`config.mk`:
```
export PLATFORM = sky130hd
export DESIGN_NAME = terminal_escape_translator
export DESIGN_NICKNAME = d
export VERILOG_FILES = /design/src/hw/rtl/tet_pkg.sv /design/src/hw/rtl/terminal_escape_translator.sv
export SDC_FILE = /design/constraint.sdc
export NUM_CORES = 1
export LEC_CHECK = 0
export BUFFER_PORTS_ARGS = -buffer_cell sky130_fd_sc_hd__buf_2
export CORE_AREA = 2 2 137 139
export CTS_CLUSTER_DIAMETER = 200
export DETAILED_ROUTE_END_ITERATION = 16
export DIE_AREA = 0 0 139 141
export GPL_TIMING_DRIVEN = 0
export SYNTH_ARGS = -nofsm -noshare
export SYNTH_HDL_FRONTEND = slang
export SYNTH_SLANG_ARGS = --single-unit
```
`constraint.sdc`:
```
create_clock -name clk -period 4.1 [get_ports clk]
set_clock_uncertainty 0.1 [all_clocks]
set_input_delay 0.615 -clock clk [delete_from_list [all_inputs] [get_ports clk]]
set_output_delay 0.615 -clock clk [all_outputs]
set_load 0.1 [all_outputs]
```
`src/hw/rtl/tet_pkg.sv`:
```
package tet_pkg;

    // Byte codes seen or produced by the translator.
    localparam logic [7:0] CH_NUL      = 8'h00;
    localparam logic [7:0] CH_LF       = 8'h0a;
    localparam logic [7:0] CH_CR       = 8'h0d;
    localparam logic [7:0] CH_ESC      = 8'h1b;
    localparam logic [7:0] CH_SPACE    = 8'h20;
    localparam logic [7:0] CH_AMP      = 8'h26;
    localparam logic [7:0] CH_PLUS     = 8'h2b;
    localparam logic [7:0] CH_MINUS    = 8'h2d;
    localparam logic [7:0] CH_0        = 8'h30;
    localparam logic [7:0] CH_2        = 8'h32;
    localparam logic [7:0] CH_4        = 8'h34;
    localparam logic [7:0] CH_5        = 8'h35;
    localparam logic [7:0] CH_7        = 8'h37;
    localparam logic [7:0] CH_9        = 8'h39;
    localparam logic [7:0] CH_SEMI     = 8'h3b;
    localparam logic [7:0] CH_AT       = 8'h40;
    localparam logic [7:0] CH_UP_A     = 8'h41;
    localparam logic [7:0] CH_UP_B     = 8'h42;
    localparam logic [7:0] CH_UP_C     = 8'h43;
    localparam logic [7:0] CH_UP_D     = 8'h44;
    localparam logic [7:0] CH_UP_H     = 8'h48;
    localparam logic [7:0] CH_UP_J     = 8'h4a;
    localparam logic [7:0] CH_UP_K     = 8'h4b;
    localparam logic [7:0] CH_UP_L     = 8'h4c;
    localparam logic [7:0] CH_UP_Z     = 8'h5a;
    localparam logic [7:0] CH_LBRACKET = 8'h5b;
    localparam logic [7:0] CH_US       = 8'h5f;
    localparam logic [7:0] CH_LO_D     = 8'h64;
    localparam logic [7:0] CH_LO_F     = 8'h66;
    localparam logic [7:0] CH_LO_H     = 8'h68;
    localparam logic [7:0] CH_LO_L     = 8'h6c;
    localparam logic [7:0] CH_LO_M     = 8'h6d;
    localparam logic [7:0] CH_DEL      = 8'h7f;

    localparam int unsigned PARAM_W   = 15;
    localparam int unsigned SKIP_W    = 16;
    localparam logic [PARAM_W-1:0] PARAM_MAX = 15'h7fff;

    typedef logic [PARAM_W-1:0] param_t;
    typedef logic [SKIP_W-1:0]  skip_t;

endpackage

```
`src/hw/rtl/terminal_escape_translator.sv`:
```
// Latency: the first result of an input byte is offered on the cycle after its transfer.
// Throughput: one input byte per cycle while each byte yields at most one result and out_stall
//   is low; a byte with more results (up to 12) holds in_stall high until its last result leaves,
//   the sequencer draining them one per cycle unless out_stall; a byte with none holds nothing.
// Reset (rst_n low, asynchronous): parser returns to plain text with all counters cleared,
//   pending results are dropped and console_attached comes up as 1.
module terminal_escape_translator (
    input  logic                 clk,
    input  logic                 rst_n,
    // configuration: console_attached
    input  logic                 cfg_wr_en,
    input  logic                 cfg_wr_data,
    // input byte channel
    input  logic                 in_valid,
    output logic                 in_stall,
    input  logic [7:0]           in_byte,
    // result channel
    output logic                 out_valid,
    input  logic                 out_stall,
    output logic [7:0]           out_byte,
    output logic                 delay_request,
    output logic                 last_of_run
);
    import tet_pkg::*;

    // Parser modes; unused codes fall back to plain text.
    typedef enum logic [2:0] {
        MODE_TEXT   = 3'd0,
        MODE_ESC    = 3'd1,
        MODE_AMP    = 3'd2,
        MODE_AMPPAR = 3'd3,
        MODE_SKIP   = 3'd4,
        MODE_US     = 3'd5,
        MODE_USCR   = 3'd6
    } mode_t;

    // ---------------------------------------------------------------
    // Parser state
    // ---------------------------------------------------------------
    logic       console_reg;
    mode_t      mode_reg,   mode_next;
    logic [7:0] group_reg,  group_next;
    param_t     param_reg,  param_next;
    logic       neg_reg,    neg_next;
    param_t     label_reg,  label_next;
    param_t     string_reg, string_next;
    skip_t      skip_reg,   skip_next;

    // ---------------------------------------------------------------
    // Result sequencer: up to three literal bytes, then an optional
    // delay request or SGR attribute tail.
    // ---------------------------------------------------------------
    logic [7:0] buf0_reg, buf0_next;
    logic [7:0] buf1_reg, buf1_next;
    logic [7:0] buf2_reg, buf2_next;
    logic [1:0] cnt_reg,  cnt_next;
    logic       delay_reg, delay_next;
    logic       sgr_reg,   sgr_next;
    logic [3:0] mask_reg,  mask_next;
    logic       half_reg,  half_next;

    // Descriptor built from the incoming byte.
    logic [7:0] d_b0, d_b1, d_b2;
    logic [1:0] d_fill;
    logic       d_delay;
    logic       d_sgr;
    logic       run_text;
    logic       text_emit;

    logic       in_xfer;
    logic       out_xfer;
    logic       is_digit;
    logic       is_upper;
    logic       csi_hit;
    logic [7:0] csi_final;
    logic [18:0] param_mul;
    param_t     f_len;
    param_t     label_upd;
    param_t     string_upd;
    skip_t      skip_sum;
    logic [7:0] sgr_byte;

    assign is_digit = (in_byte >= CH_0) && (in_byte <= CH_9);
    assign is_upper = (in_byte >= CH_UP_A) && (in_byte <= CH_UP_Z);
    // Decimal accumulate; the low nibble of an ASCII digit is its value.
    assign param_mul = ({4'd0, param_reg} * 19'd10) + {15'd0, in_byte[3:0]};
    assign f_len     = neg_reg ? '0 : param_reg;

    assign label_upd  = ((in_byte == CH_LO_D) || (in_byte == CH_UP_D)) ? f_len : label_reg;
    assign string_upd = ((in_byte == CH_LO_L) || (in_byte == CH_UP_L)) ? f_len : string_reg;
    assign skip_sum   = {1'b0, label_upd} + {1'b0, string_upd};

    always_comb
    begin
        csi_hit   = 1'b1;
        csi_final = in_byte;
        unique case (in_byte)
            CH_UP_A, CH_UP_B, CH_UP_C, CH_UP_D, CH_UP_J, CH_UP_K: csi_final = in_byte;
            CH_UP_H, CH_LO_H:                                     csi_final = CH_UP_H;
            default:                                              csi_hit   = 1'b0;
        endcase
    end

    // Plain text byte: ESC and underscore open a sequence, NUL and DEL drop.
    assign text_emit = run_text && (in_byte != CH_ESC) && (in_byte != CH_US)
                       && (in_byte != CH_NUL) && (in_byte != CH_DEL);

    always_comb
    begin
        mode_next   = mode_reg;
        group_next  = group_reg;
        param_next  = param_reg;
        neg_next    = neg_reg;
        label_next  = label_reg;
        string_next = string_reg;
        skip_next   = skip_reg;
        d_b0        = CH_NUL;
        d_b1        = CH_NUL;
        d_b2        = CH_NUL;
        d_fill      = 2'd0;
        d_delay     = 1'b0;
        d_sgr       = 1'b0;
        run_text    = 1'b0;

        unique case (mode_reg)
            MODE_US:
            begin
                if (in_byte == CH_CR)
                begin
                    mode_next = MODE_USCR;
                end
                else if (in_byte == CH_US)
                begin
                    d_b0   = CH_US;
                    d_fill = 2'd1;
                end
                else
                begin
                    d_b0      = CH_US;
                    d_fill    = 2'd1;
                    mode_next = MODE_TEXT;
                    run_text  = 1'b1;
                end
            end
            MODE_USCR:
            begin
                mode_next = MODE_TEXT;
                if (in_byte != CH_LF)
                begin
                    d_b0     = CH_US;
                    d_b1     = CH_CR;
                    d_fill   = 2'd2;
                    run_text = 1'b1;
                end
            end
            MODE_ESC:
            begin
                if (in_byte == CH_AMP)
                begin
                    mode_next = MODE_AMP;
                end
                else
                begin
                    mode_next = MODE_TEXT;
                    if (console_reg && csi_hit)
                    begin
                        d_b0   = CH_ESC;
                        d_b1   = CH_LBRACKET;
                        d_b2   = csi_final;
                        d_fill = 2'd3;
                    end
                    else if (console_reg && (in_byte == CH_AT))
                    begin
                        d_delay = 1'b1;
                    end
                end
            end
            MODE_AMP:
            begin
                group_next  = in_byte;
                param_next  = '0;
                neg_next    = 1'b0;
                label_next  = '0;
                string_next = '0;
                mode_next   = MODE_AMPPAR;
            end
            MODE_AMPPAR:
            begin
                priority if (is_digit)
                begin
                    param_next = (param_mul > {4'd0, PARAM_MAX}) ? PARAM_MAX
                                                                 : param_mul[PARAM_W-1:0];
                end
                else if (in_byte == CH_MINUS)
                begin
                    neg_next = 1'b1;
                end
                else if ((in_byte == CH_PLUS) || (in_byte == CH_SPACE))
                begin
                    // blanks and plus signs carry nothing
                end
                else if (group_reg == CH_LO_D)
                begin
                    mode_next = MODE_TEXT;
                    if (console_reg)
                    begin
                        d_b0   = CH_ESC;
                        d_b1   = CH_LBRACKET;
                        d_b2   = CH_0;
                        d_fill = 2'd3;
                        d_sgr  = 1'b1;
                    end
                end
                else
                begin
                    if (group_reg == CH_LO_F)
                    begin
                        label_next  = label_upd;
                        string_next = string_upd;
                    end
                    param_next = '0;
                    neg_next   = 1'b0;
                    if (is_upper)
                    begin
                        if (group_reg == CH_LO_F)
                        begin
                            skip_next = skip_sum;
                            mode_next = (skip_sum != '0) ? MODE_SKIP : MODE_TEXT;
                        end
                        else
                        begin
                            skip_next = '0;
                            mode_next = MODE_TEXT;
                        end
                    end
                end
            end
            MODE_SKIP:
            begin
                if (skip_reg <= skip_t'(1))
                begin
                    skip_next = '0;
                    mode_next = MODE_TEXT;
                end
                else
                begin
                    skip_next = skip_reg - skip_t'(1);
                end
            end
            default:
            begin
                mode_next = MODE_TEXT;
                run_text  = 1'b1;
            end
        endcase

        if (run_text)
        begin
            if (in_byte == CH_ESC)
            begin
                mode_next = MODE_ESC;
            end
            else if (in_byte == CH_US)
            begin
                mode_next = MODE_US;
            end
        end

        // Append the text byte behind any underscore prefix.
        if (text_emit)
        begin
            unique case (d_fill)
                2'd0:    d_b0 = in_byte;
                2'd1:    d_b1 = in_byte;
                default: d_b2 = in_byte;
            endcase
            d_fill = d_fill + 2'd1;
        end
    end

    // ---------------------------------------------------------------
    // Output side
    // ---------------------------------------------------------------
    // SGR attribute digits in order: blink, inverse, underline, half bright.
    always_comb
    begin
        priority if (mask_reg[0])
            sgr_byte = CH_5;
        else if (mask_reg[1])
            sgr_byte = CH_7;
        else if (mask_reg[2])
            sgr_byte = CH_4;
        else
            sgr_byte = CH_2;
    end

    assign out_valid = (cnt_reg != 2'd0) || delay_reg || sgr_reg;

    always_comb
    begin
        delay_request = 1'b0;
        priority if (cnt_reg != 2'd0)
        begin
            out_byte    = buf0_reg;
            last_of_run = (cnt_reg == 2'd1) && !sgr_reg;
        end
        else if (delay_reg)
        begin
            out_byte      = CH_NUL;
            delay_request = 1'b1;
            last_of_run   = 1'b1;
        end
        else if (sgr_reg && (mask_reg != 4'd0))
        begin
            out_byte    = half_reg ? sgr_byte : CH_SEMI;
            last_of_run = 1'b0;
        end
        else
        begin
            out_byte    = CH_LO_M;
            last_of_run = sgr_reg;
        end
    end

    assign out_xfer = out_valid && !out_stall;
    // Take a new byte once the current run is empty or its last result leaves.
    assign in_stall = out_valid && !(out_xfer && last_of_run);
    assign in_xfer  = in_valid && !in_stall;

    always_comb
    begin
        buf0_next  = buf0_reg;
        buf1_next  = buf1_reg;
        buf2_next  = buf2_reg;
        cnt_next   = cnt_reg;
        delay_next = delay_reg;
        sgr_next   = sgr_reg;
        mask_next  = mask_reg;
        half_next  = half_reg;
        if (in_xfer)
        begin
            // load the run for the byte just taken (possibly empty)
            buf0_next  = d_b0;
            buf1_next  = d_b1;
            buf2_next  = d_b2;
            cnt_next   = d_fill;
            delay_next = d_delay;
            sgr_next   = d_sgr;
            mask_next  = in_byte[3:0];
            half_next  = 1'b0;
        end
        else if (out_xfer)
        begin
            priority if (cnt_reg != 2'd0)
            begin
                buf0_next = buf1_reg;
                buf1_next = buf2_reg;
                cnt_next  = cnt_reg - 2'd1;
            end
            else if (delay_reg)
            begin
                delay_next = 1'b0;
            end
            else if (mask_reg != 4'd0)
            begin
                if (half_reg)
                begin
                    mask_next = mask_reg & (mask_reg - 4'd1);
                    half_next = 1'b0;
                end
                else
                begin
                    half_next = 1'b1;
                end
            end
            else
            begin
                sgr_next = 1'b0;
            end
        end
    end

    always_ff @(posedge clk or negedge rst_n)
    begin
        if (!rst_n)
        begin
            console_reg <= 1'b1;
            mode_reg    <= MODE_TEXT;
            group_reg   <= '0;
            param_reg   <= '0;
            neg_reg     <= 1'b0;
            label_reg   <= '0;
            string_reg  <= '0;
            skip_reg    <= '0;
            cnt_reg     <= 2'd0;
            delay_reg   <= 1'b0;
            sgr_reg     <= 1'b0;
            half_reg    <= 1'b0;
        end
        else
        begin
            if (cfg_wr_en)
            begin
                console_reg <= cfg_wr_data;
            end
            // advance the parser only on an input transfer
            if (in_xfer)
            begin
                mode_reg   <= mode_next;
                group_reg  <= group_next;
                param_reg  <= param_next;
                neg_reg    <= neg_next;
                label_reg  <= label_next;
                string_reg <= string_next;
                skip_reg   <= skip_next;
            end
            cnt_reg   <= cnt_next;
            delay_reg <= delay_next;
            sgr_reg   <= sgr_next;
            half_reg  <= half_next;
        end
    end

    // Result payload, no reset needed.
    always_ff @(posedge clk)
    begin
        buf0_reg <= buf0_next;
        buf1_reg <= buf1_next;
        buf2_reg <= buf2_next;
        mask_reg <= mask_next;
    end

endmodule

```
## Yosys cells after proc, flatten, opt, wreduce, memory -nomap -nowiden

Index checks and enable logic that the tools add are counted.

| cells by class | value |
|---|---|
| add/sub/neg operators | 6 |
| $mul | 1 |
| $lt $le $gt $ge | 6 |
| eq/ne operators | 47 |
| mux-type cells | 150 |
| bitwise gates (word level) | 1 |
| reductions and logical operators | 48 |

Operators by type and width:

| kind | count |
|---|---|
| $mux 15 | 18 |
| $mux 8 | 19 |
| $eq 8x7->1 const B | 15 |
| $mux 16 | 7 |
| $pmux 15 s2 | 3 |
| $mux 7 | 9 |
| $mux 3 | 16 |
| $mux 1 | 38 |
| $mux 5 | 7 |
| $eq 8x6->1 const B | 4 |
| $pmux 16 s2 | 1 |
| $mux 6 | 5 |
| $mux 4 | 7 |
| $pmux 7 s4 | 1 |
| $mux 2 | 13 |
| $pmux 7 s3 | 1 |
| $add 19x4->19 | 1 |
| $gt 19x15->1 const B | 1 |
| $mul 15x3->18 const B | 1 |
| $add 15x15->16 | 1 |
| $le 16x1->1 const B | 1 |
| $ne 2x2->1 const B | 8 |
| $ne 8x7->1 const B | 2 |
| $pmux 8 s2 | 1 |
| other kinds (38) | 79 |

| word-level totals | value |
|---|---|
| bits in registers | 107 |
| output and inout bits | 12 |
| word-level logic and storage cells | 275 |

## Depth between registers and ports, before layout

Gate-level depths: netlist (run 1).

| logic depth | value |
|---|---|
| depth after elaboration | 16 |
| gate-level depth with buffers | 17 |

## Least setup slack after synthesis (run 1)

Ideal clock, no wire load.

| timing path | value |
|---|---|
| kind | in2reg |
| start | input port in_byte[0] |
| end | register mode_reg[2] |
| data arrival time | 4.352 ns |
| slack | -0.473 ns |
| stages on the path | 16 |
| cell sequence | clkbuf_1 -> clkbuf_1 -> nor2_1 -> and4_1 -> clkbuf_1 -> buf_2 -> mux2_2 -> ha_1 -> fa_1 -> or3_1 -> a2111oi_0 -> nand3_1 -> or4_1 -> nor4_1 -> nand4b_1 -> a41o_1 |

| on the way | value |
|---|---|
| cells in the longest elaborated chain, start to end | 16 |
| elaborated cells on any way between the ends | 41 |
| classes of those cells | 1 x add/sub; 4 x order compare; 11 x eq/ne; 19 x mux; 6 x reduce/logical |

RTL lines:

| element | line | text |
|---|---|---|
| start: declaration | terminal_escape_translator.sv:16 | `input logic [7:0] in_byte,` |
| $eq 8x7->1 (on tied branches) | terminal_escape_translator.sv:89, terminal_escape_translator.sv:90 |  |
| $logic_or 1x1->1 (on tied branches) | terminal_escape_translator.sv:89, terminal_escape_translator.sv:90 |  |
| $mux 15 (on tied branches) | terminal_escape_translator.sv:89, terminal_escape_translator.sv:90 |  |
| $add 15x15->16 | terminal_escape_translator.sv:91 | `assign skip_sum = {1'b0, label_upd} + {1'b0, string_upd};` |
| $reduce_bool 16->1 | terminal_escape_translator.sv:228 | `mode_next = (skip_sum != '0) ? MODE_SKIP : MODE_TEXT;` |
| $mux 3 | terminal_escape_translator.sv:228 |  |
| $mux 3 | terminal_escape_translator.sv:225 | `if (group_reg == CH_LO_F)` |
| $mux 3 | terminal_escape_translator.sv:223 | `if (is_upper)` |
| $mux 3 | terminal_escape_translator.sv:202 | `else if (group_reg == CH_LO_D)` |
| $mux 3 | terminal_escape_translator.sv:198 | `else if ((in_byte == CH_PLUS) \|\| (in_byte == CH_SPACE))` |
| $mux 3 | terminal_escape_translator.sv:194 | `else if (in_byte == CH_MINUS)` |
| $mux 3 | terminal_escape_translator.sv:189 | `priority if (is_digit)` |
| $pmux 3 s5 | terminal_escape_translator.sv:125 | `unique case (mode_reg)` |
| $mux 3 | terminal_escape_translator.sv:263 | `else if (in_byte == CH_US)` |
| $mux 3 | terminal_escape_translator.sv:259 | `if (in_byte == CH_ESC)` |
| $mux 3 * | terminal_escape_translator.sv:257 | `if (run_text)` |
| end signal: assignment | terminal_escape_translator.sv:409 | `mode_reg <= mode_next;` |
| end: declaration | terminal_escape_translator.sv:41 | `mode_t mode_reg, mode_next;` |

Mark *: on every way between the ends. The rest lies on a longest branch, timed or not.
A chain may end at the register's enable or synchronous reset.

## Worst setup path in the final report (run 1)

| timing path | value |
|---|---|
| start | input port in_byte[4] |
| end | register mode_reg[2] |

Same word-level chain as after synthesis.

==> flow_summary.toml, run 1 <==
[route]
num_vias = 6953
first_pass_iters = 5
viasPerCell = 5.76
drtIter0Drc = 477
drc_errors = 0
post_drt_wl_per_cell_um = 17.2
ant_nets = 0
routed_wl_mm = 20.7

[sta]
tns_ns = 0
fmaxAchievable_mhz = 247
slew_headroom_pct = 42.3
rsz0062_at_grt = "true"
whs_ns = 0.0338
worst_pin_slew_ns = 0.858
setup-violations-final = 0
fin_crit_sh_pct = 98.6
slew_violations = 0
fin_crit_ns = 4.04
finalHoldViolations = 0

[logic_synthesis]
netlist_area_um2 = 8040
yosys.area.top_type_share_pct = 24.3
syn_area_per_cell_um2 = 8.70
synthTopCellsByArea = "dfrtp_1, edfxtp_1, ha_1"
synth_edf_count = 28
async_flop_share_pct = 73.8
ys.flop_type = "dfrtp_1"
synth-seq-area-share_pct = 35.1
syn_nets = 991
ys_types = 88
yosys_warnings = 0
ys_seq_elements = 107
synthCells = 924
yosys.area.top_type = "dfrtp_1"

[global_route]
grt_max_degree = 61
grt_overflow_total = 0
grt_util_met1_pct = 28.9
use_met3_pct = 2.92
global_route.peak_usage_layer = "met2"
use_met2_pct = 36.0
grt_pass1_wl_mm = 34.0
antenna_found_initial = 0
grt_util_all_layers_pct = 21.3
grt_pass1_vias = 6628

[clock_network]
cts.path.max_buffers = 2
clock_sinks = 107
clock-root-buffer = "clkbuf_16"
clock_latency_ns = 0.37
clk_pin_slew_ns = 0.08
cts_tree = "yes"
htreeDepth = 3
ctsHoldBuffers = 0
cts-buffers-inserted = 9

[setup_path]
cp-end-kind = "register"
cp_top_family = "simple AND/OR/NAND/NOR gates"
start_kind = "input pin"
r2r_slack_ns = 0.15
timing.rr.start = "neg_reg$_DFFE_PN0P_"
path_class = "input pin to register"
critPathRequiredTime_ns = 4.26
crit_chain = "buf_2, buf_6, nor2_4, nand4_1, buf_6, buf_4, mux2_4, ha_4, fa_1, or3_4, a2111oi_4, nand3_1, or4_4, nor4_4, nand4b_1, a41o_1"
crit_buf_inv = 4
rr_worst_depth = 12
slowest_delay_ns = 0.51
timing.rr.end = "mode_reg[2]$_DFFE_PN0P_"
cp_max_fo = 10
cp_slowest_cell = "fa_1"
cp_common_cell = "buf_6"
cp.arrival_ns = 4.20
crit_cells = 16

[cells_and_area]
multiInputGateArea_um2 = 5080
design_area_um2 = 9070
drive_above_1_share_pct = 15.5
antenna_cells = 0
areaGrowthSynthToFinish_pct = 12.8
fill_cells = 1803
largest_reg_flops = 16
regArea_um2 = 2820
nets = 1035

[placed_design]
place.port_buffers = 24
place_area_um2 = 8550
gp_congestion = 0.857
dp_hpwl_mm = 15.4

[floorplanning]
core-area_um2 = 18300
initial_core_util_pct = 44.0
num_io_pins = 26
chipWidth_um = 139
die_y_um = 141
fp-row-count = 50
die_area_um2 = 19600

[pwr]
p_leak_nw = 3.90
pwr_density_cell_nw_per_um2 = 572
vdd_drop_max_uv = 861

[status]
status = "finished clean"

[run]
maxCapViolations = 0

[hold_path]
worst_hold_path_type = "input pin to async pin"
-- worst reg2reg max path: cells and delay by family, from the launching register on --
kind / cells / cell delay (ns)
compound gates: 2 / 0.52
simple gates: 6 / 1.42
mux: 1 / 0.33
flops: 1 / 0.45
fa+ha+maj: 2 / 0.68
buf+inv: 1 / 0.35
-- placed cells by master (no fill, tap or decap), types with 10 or more instances in the layout --
cell type	n
a21oi_1	42
and2_1	15
buf_2	22
nor3_1	16
nor2b_1	27
o21ai_0	104
nand2_1	121
edfxtp_1	28
inv_1	22
clkbuf_16	10
nand3_1	15
xor2_1	12
xnor2_1	17
dfrtp_1	78
ha_1	48
mux2_2	38
buf_4	15
nor2_1	75
clkbuf_1	31
o31ai_1	13
-- cells in the mapped netlist, drive strengths merged (18+ instances only) --
| master | instances |
|---|---|
| ha | 50 |
| nand2 | 121 |
| o21ai | 114 |
| dfrtp | 78 |
| clkbuf | 38 |
| nor3 | 18 |
| nor2b | 30 |
| a21oi | 45 |
| nor2 | 77 |
| edfxtp | 28 |
| mux2 | 40 |
| inv | 23 |
| xnor2 | 18 |
-- metal layers --
metal | share of wire (%) | wire length [um]
met5 | 0 | 0
met4 | 1.8 | 369
met3 | 3.1 | 653
met2 | 48 | 9850
met1 | 48 | 9860
-- cell type report --
class / count / area share (%)
sequential: 107 / 31.1
clock inverter: 7 / 0.745
tap: 234 / 3.23
inverter: 23 / 0.952
clock buffer: 9 / 2.48
timing repair buffer: 38 / 2.94
buffer: 41 / 2.54
multi-input combinational: 748 / 56.0
-- repair_timing --
item	CTS	global route
pin swaps	9	9
buffers inserted	8	4
gates resized for setup	19	22
setup endpoints to repair	10	3
-- through the flow --
stage	utilization (%)	std cells	worst slack (ns)	power (mW)
after floorplan	-	924	-0.122	3.73
after global placement	46.6	1182	-1.35	4.28
after detailed placement	46.8	1184	-1.34	4.30
after CTS	49.2	1205	0.000563	5.21
after global routing	49.6	1207	-0.0483	5.58
final	49.6	1207	0.0579	5.19
-- kinds of logic after synthesis --
group / share of synthesized area (%)
and+or+nand+nor: 21.1
AOI/OAI and AO/OA: 22.2
DFF: 35.1
buffers and inverters: 3.41
adders and majority gates: 8.53
muxes: 6.22
xor gates and xnor gates: 3.47
-- worst max-delay path by stage --
stage	startpoint	end	slack (ns)
after floorplan	in_byte[0]	mode_reg[2]$_DFFE_PN0P_	-0.12
after global placement	in_byte[2]	mode_reg[2]$_DFFE_PN0P_	-1.35
after CTS	in_byte[0]	mode_reg[2]$_DFFE_PN0P_	0.0006
after detailed placement	in_byte[2]	mode_reg[2]$_DFFE_PN0P_	-1.34
final	in_byte[4]	mode_reg[2]$_DFFE_PN0P_	0.06
after global routing	in_byte[4]	mode_reg[2]$_DFFE_PN0P_	-0.05
-- power breakdown --
| part | leakage (nW) | internal (mW) | switching [mW] | total, mW |
|---|---|---|---|---|
| combinational | 2.42 | 0.822 | 1.85 | 2.67 |
| sequential | 1.34 | 1.43 | 0.183 | 1.61 |
| clock | 0.142 | 0.432 | 0.465 | 0.897 |
| total | 3.90 | 2.69 | 2.50 | 5.19 |
No activity file was read; power rests on OpenSTA's default activity.
==> run 2, diff against run 1 <==
--- a/config.mk
+++ b/config.mk
@@ -5,12 +5,15 @@
 export SDC_FILE = /design/constraint.sdc
 export NUM_CORES = 1
 export LEC_CHECK = 0
+export ABC_AREA = 1
 export BUFFER_PORTS_ARGS = -buffer_cell sky130_fd_sc_hd__buf_2
-export CORE_AREA = 2 2 137 139
+export CORE_AREA = 2 2 126 128
 export CTS_CLUSTER_DIAMETER = 200
 export DETAILED_ROUTE_END_ITERATION = 16
-export DIE_AREA = 0 0 139 141
+export DIE_AREA = 0 0 128 130
 export GPL_TIMING_DRIVEN = 0
+export PLACE_DENSITY = 0.71
 export SYNTH_ARGS = -nofsm -noshare
 export SYNTH_HDL_FRONTEND = slang
 export SYNTH_SLANG_ARGS = --single-unit
+export TNS_END_PERCENT = 1
==> run 2 against run 1 <==
Effect of this change:
- setup slack improved by 0.32 ns
- sequential cell count stayed put
- die area down 15%
- critical path type unchanged
- largest cell class unchanged
==> flow_summary.toml, run 2 <==
[sta]
fmaxAchievable_mhz = 268
rsz0062_at_grt = "false"
finalHoldViolations = 0
setup-violations-final = 0
worst_pin_slew_ns = 0.872
fin_crit_sh_pct = 90.9
slew_violations = 0
fin_crit_ns = 3.73
slew_headroom_pct = 41.3
whs_ns = 0.00602

[global_route]
grt_pass1_wl_mm = 34.0
grt_max_degree = 66
grt_overflow_total = 0
antenna_found_initial = 0
grt_util_all_layers_pct = 25.5
grt_pass1_vias = 7046

[placed_design]
placedCellCount = 1357
dp_hpwl_mm = 15.7
place_area_um2 = 8650
place.port_buffers = 24
gp_congestion = 0.921

[setup_path]
r2r_slack_ns = 0.76
crit_buf_inv = 3
timing.rr.start = "param_reg[1]$_DFFE_PN0P_"
crit_chain = "buf_2, inv_1, nand2_1, nor2_1, nand3_1, clkbuf_2, nand2_1, o21ai_0, ha_1, fa_1, nand3_1, nand2_1, nand3_1, nand2_1, nand2_1, nand2_1, xnor2_1, nand3_1, nor2_1, nand2_1, nand2_1, nand3_1, nand2_1, nand2_1"
rr_worst_depth = 18
start_kind = "input pin"
cp_slowest_cell = "fa_1"
cp.arrival_ns = 3.88
timing.rr.end = "param_reg[4]$_DFFE_PN0P_"
cp-end-kind = "register"
critPathRequiredTime_ns = 4.25
path_class = "input pin to register"
cp_max_fo = 10
cp_common_cell = "nand2_1"
slowest_delay_ns = 0.40
cp_top_family = "simple AND/OR/NAND/NOR gates"

[logic_synthesis]
synthTopCellsByArea = "dfrtp_1, nand2_1, edfxtp_1"
async_flop_share_pct = 73.8
yosys.area.top_type_share_pct = 23.7
ys_seq_elements = 107
ys_types = 58
ys.flop_type = "dfrtp_1"
syn_nets = 1206
netlist_area_um2 = 8240
syn_area_per_cell_um2 = 7.24
synth-seq-area-share_pct = 34.2
synthCells = 1139
yosys.area.top_type = "dfrtp_1"
yosysMostFrequentCell = "nand2_1"
ys_top_cells_by_count = "nand2_1, nor2_1, inv_1"
yosys_warnings = 0
synth_edf_count = 28

[clock_network]
clock_sinks = 107
cts.path.max_buffers = 2
clk_pin_slew_ns = 0.08
ctsHoldBuffers = 0
cts-buffers-inserted = 9
clock_latency_ns = 0.36
cts_tree = "yes"
clock-root-buffer = "clkbuf_16"
htreeDepth = 3

[hold_path]
worst_hold_path_type = "input pin to async pin"

[route]
ant_nets = 0
first_pass_iters = 7
viasPerCell = 5.50
drc_errors = 0
drtIter0Drc = 610
routed_wl_mm = 20.1
post_drt_wl_per_cell_um = 14.7
num_vias = 7546

[floorplanning]
initial_core_util_pct = 53.4
num_io_pins = 26
chipWidth_um = 128
fp-row-count = 46
die_y_um = 130
core-area_um2 = 15400
die_area_um2 = 16600

[pwr]
p_comb_share_pct = 41.9
vdd_drop_max_uv = 646
p_sw_mw = 1.88
p_leak_nw = 4.54
power_frac_clock_pct = 20.6
p_seq_share_pct = 37.5
fin_total_pwr_mw = 4.08
swShare_pct = 46.1
internal_power_mw = 2.20
pwr_density_cell_nw_per_um2 = 457

[cells_and_area]
fin_cells = 1373
nets = 1243
layout_common_cells = "nand2_1, nor2_1, inv_1"
layout_commonest_cell = "nand2_1"
largest_reg_flops = 16
fill_cells = 1464
drive_above_1_share_pct = 9.82
design_area_um2 = 8920
antenna_cells = 0
areaGrowthSynthToFinish_pct = 8.26

[status]
status = "finished clean"

[run]
maxCapViolations = 0
[run 2: what timing repair did]
action	in CTS	in global routing
buffers inserted	0	0
setup endpoints to repair	0	1
gates resized for setup	0	8
[run 2: worst max path at each step]
stage	start	end	slack [ns]	cells after the start
2_1_floorplan	cnt_reg[0]$_DFFE_PN0P_	out_byte[2]	0.04	6
3_3_place_gp	in_byte[7]	mode_reg[2]$_DFFE_PN0P_	-0.06	23
3_5_place_dp	in_byte[7]	mode_reg[2]$_DFFE_PN0P_	-0.08	23
4_1_cts	in_byte[7]	mode_reg[2]$_DFFE_PN0P_	0.27	23
5_1_grt	in_byte[7]	mode_reg[2]$_DFFE_PN0P_	0.02	23
6_report	in_byte[7]	mode_reg[2]$_DFFE_PN0P_	0.37	24
[run 2: area by class of cell]
type / count / area (um^2) / area share [%]
buffer: 35 / 234 / 2.62
multi-input combinational: 887 / 4770 / 53.5
clock buffer: 9 / 225 / 2.52
clock inverter: 7 / 51.3 / 0.575
tap: 192 / 240 / 2.69
sequential: 107 / 2820 / 31.6
inverter: 110 / 420 / 4.71
timing repair buffer: 26 / 161 / 1.81
[run 2: kinds of logic after synthesis]
| family | Yosys count | share of synthesized area [%] |
|---|---|---|
| AND/OR/NAND/NOR | 608 | 32.6 |
| AO/OA/AOI/OAI | 198 | 13.9 |
| buffers and inverters | 145 | 7.91 |
| flip-flops | 107 | 34.2 |
| adder cells (fa/ha/maj) | 53 | 8.32 |
| XOR/XNOR | 28 | 3.16 |
[run 2: power groups by stage]
stage | Sequential [mW] | Combinational [mW] | Clock [mW]
floorplan | 1.52 | 1.40 | 0
global placement | 1.55 | 1.68 | 0
detailed placement | 1.55 | 1.71 | 0
CTS | 1.53 | 1.72 | 0.848
global route | 1.56 | 1.88 | 0.891
finish | 1.53 | 1.71 | 0.841
[run 2: layer usage]
| metal | GRT usage [%] | vias to the layer above | wire [um] |
|---|---|---|---|
| li1 | - | 3871 | - |
| met1 | 33.6 | 3472 | 9350 |
| met2 | 44.4 | 170 | 9720 |
| met3 | 3.03 | 33 | 677 |
| met4 | 7.89 | 0 | 389 |
| met5 | 0 | - | 0 |
[run 2: per-stage QoR]
stage / setup TNS (ns) / setup WS, ns / utilization, %
2_1_floorplan: 0 / 0.0384 / -
3_3_place_gp: -0.0595 / -0.0595 / 55.8
3_5_place_dp: -0.0832 / -0.0832 / 56.1
4_1_cts: 0 / 0.273 / 57.8
5_1_grt: 0 / 0.0188 / 57.9
6_report: 0 / 0.373 / 57.9
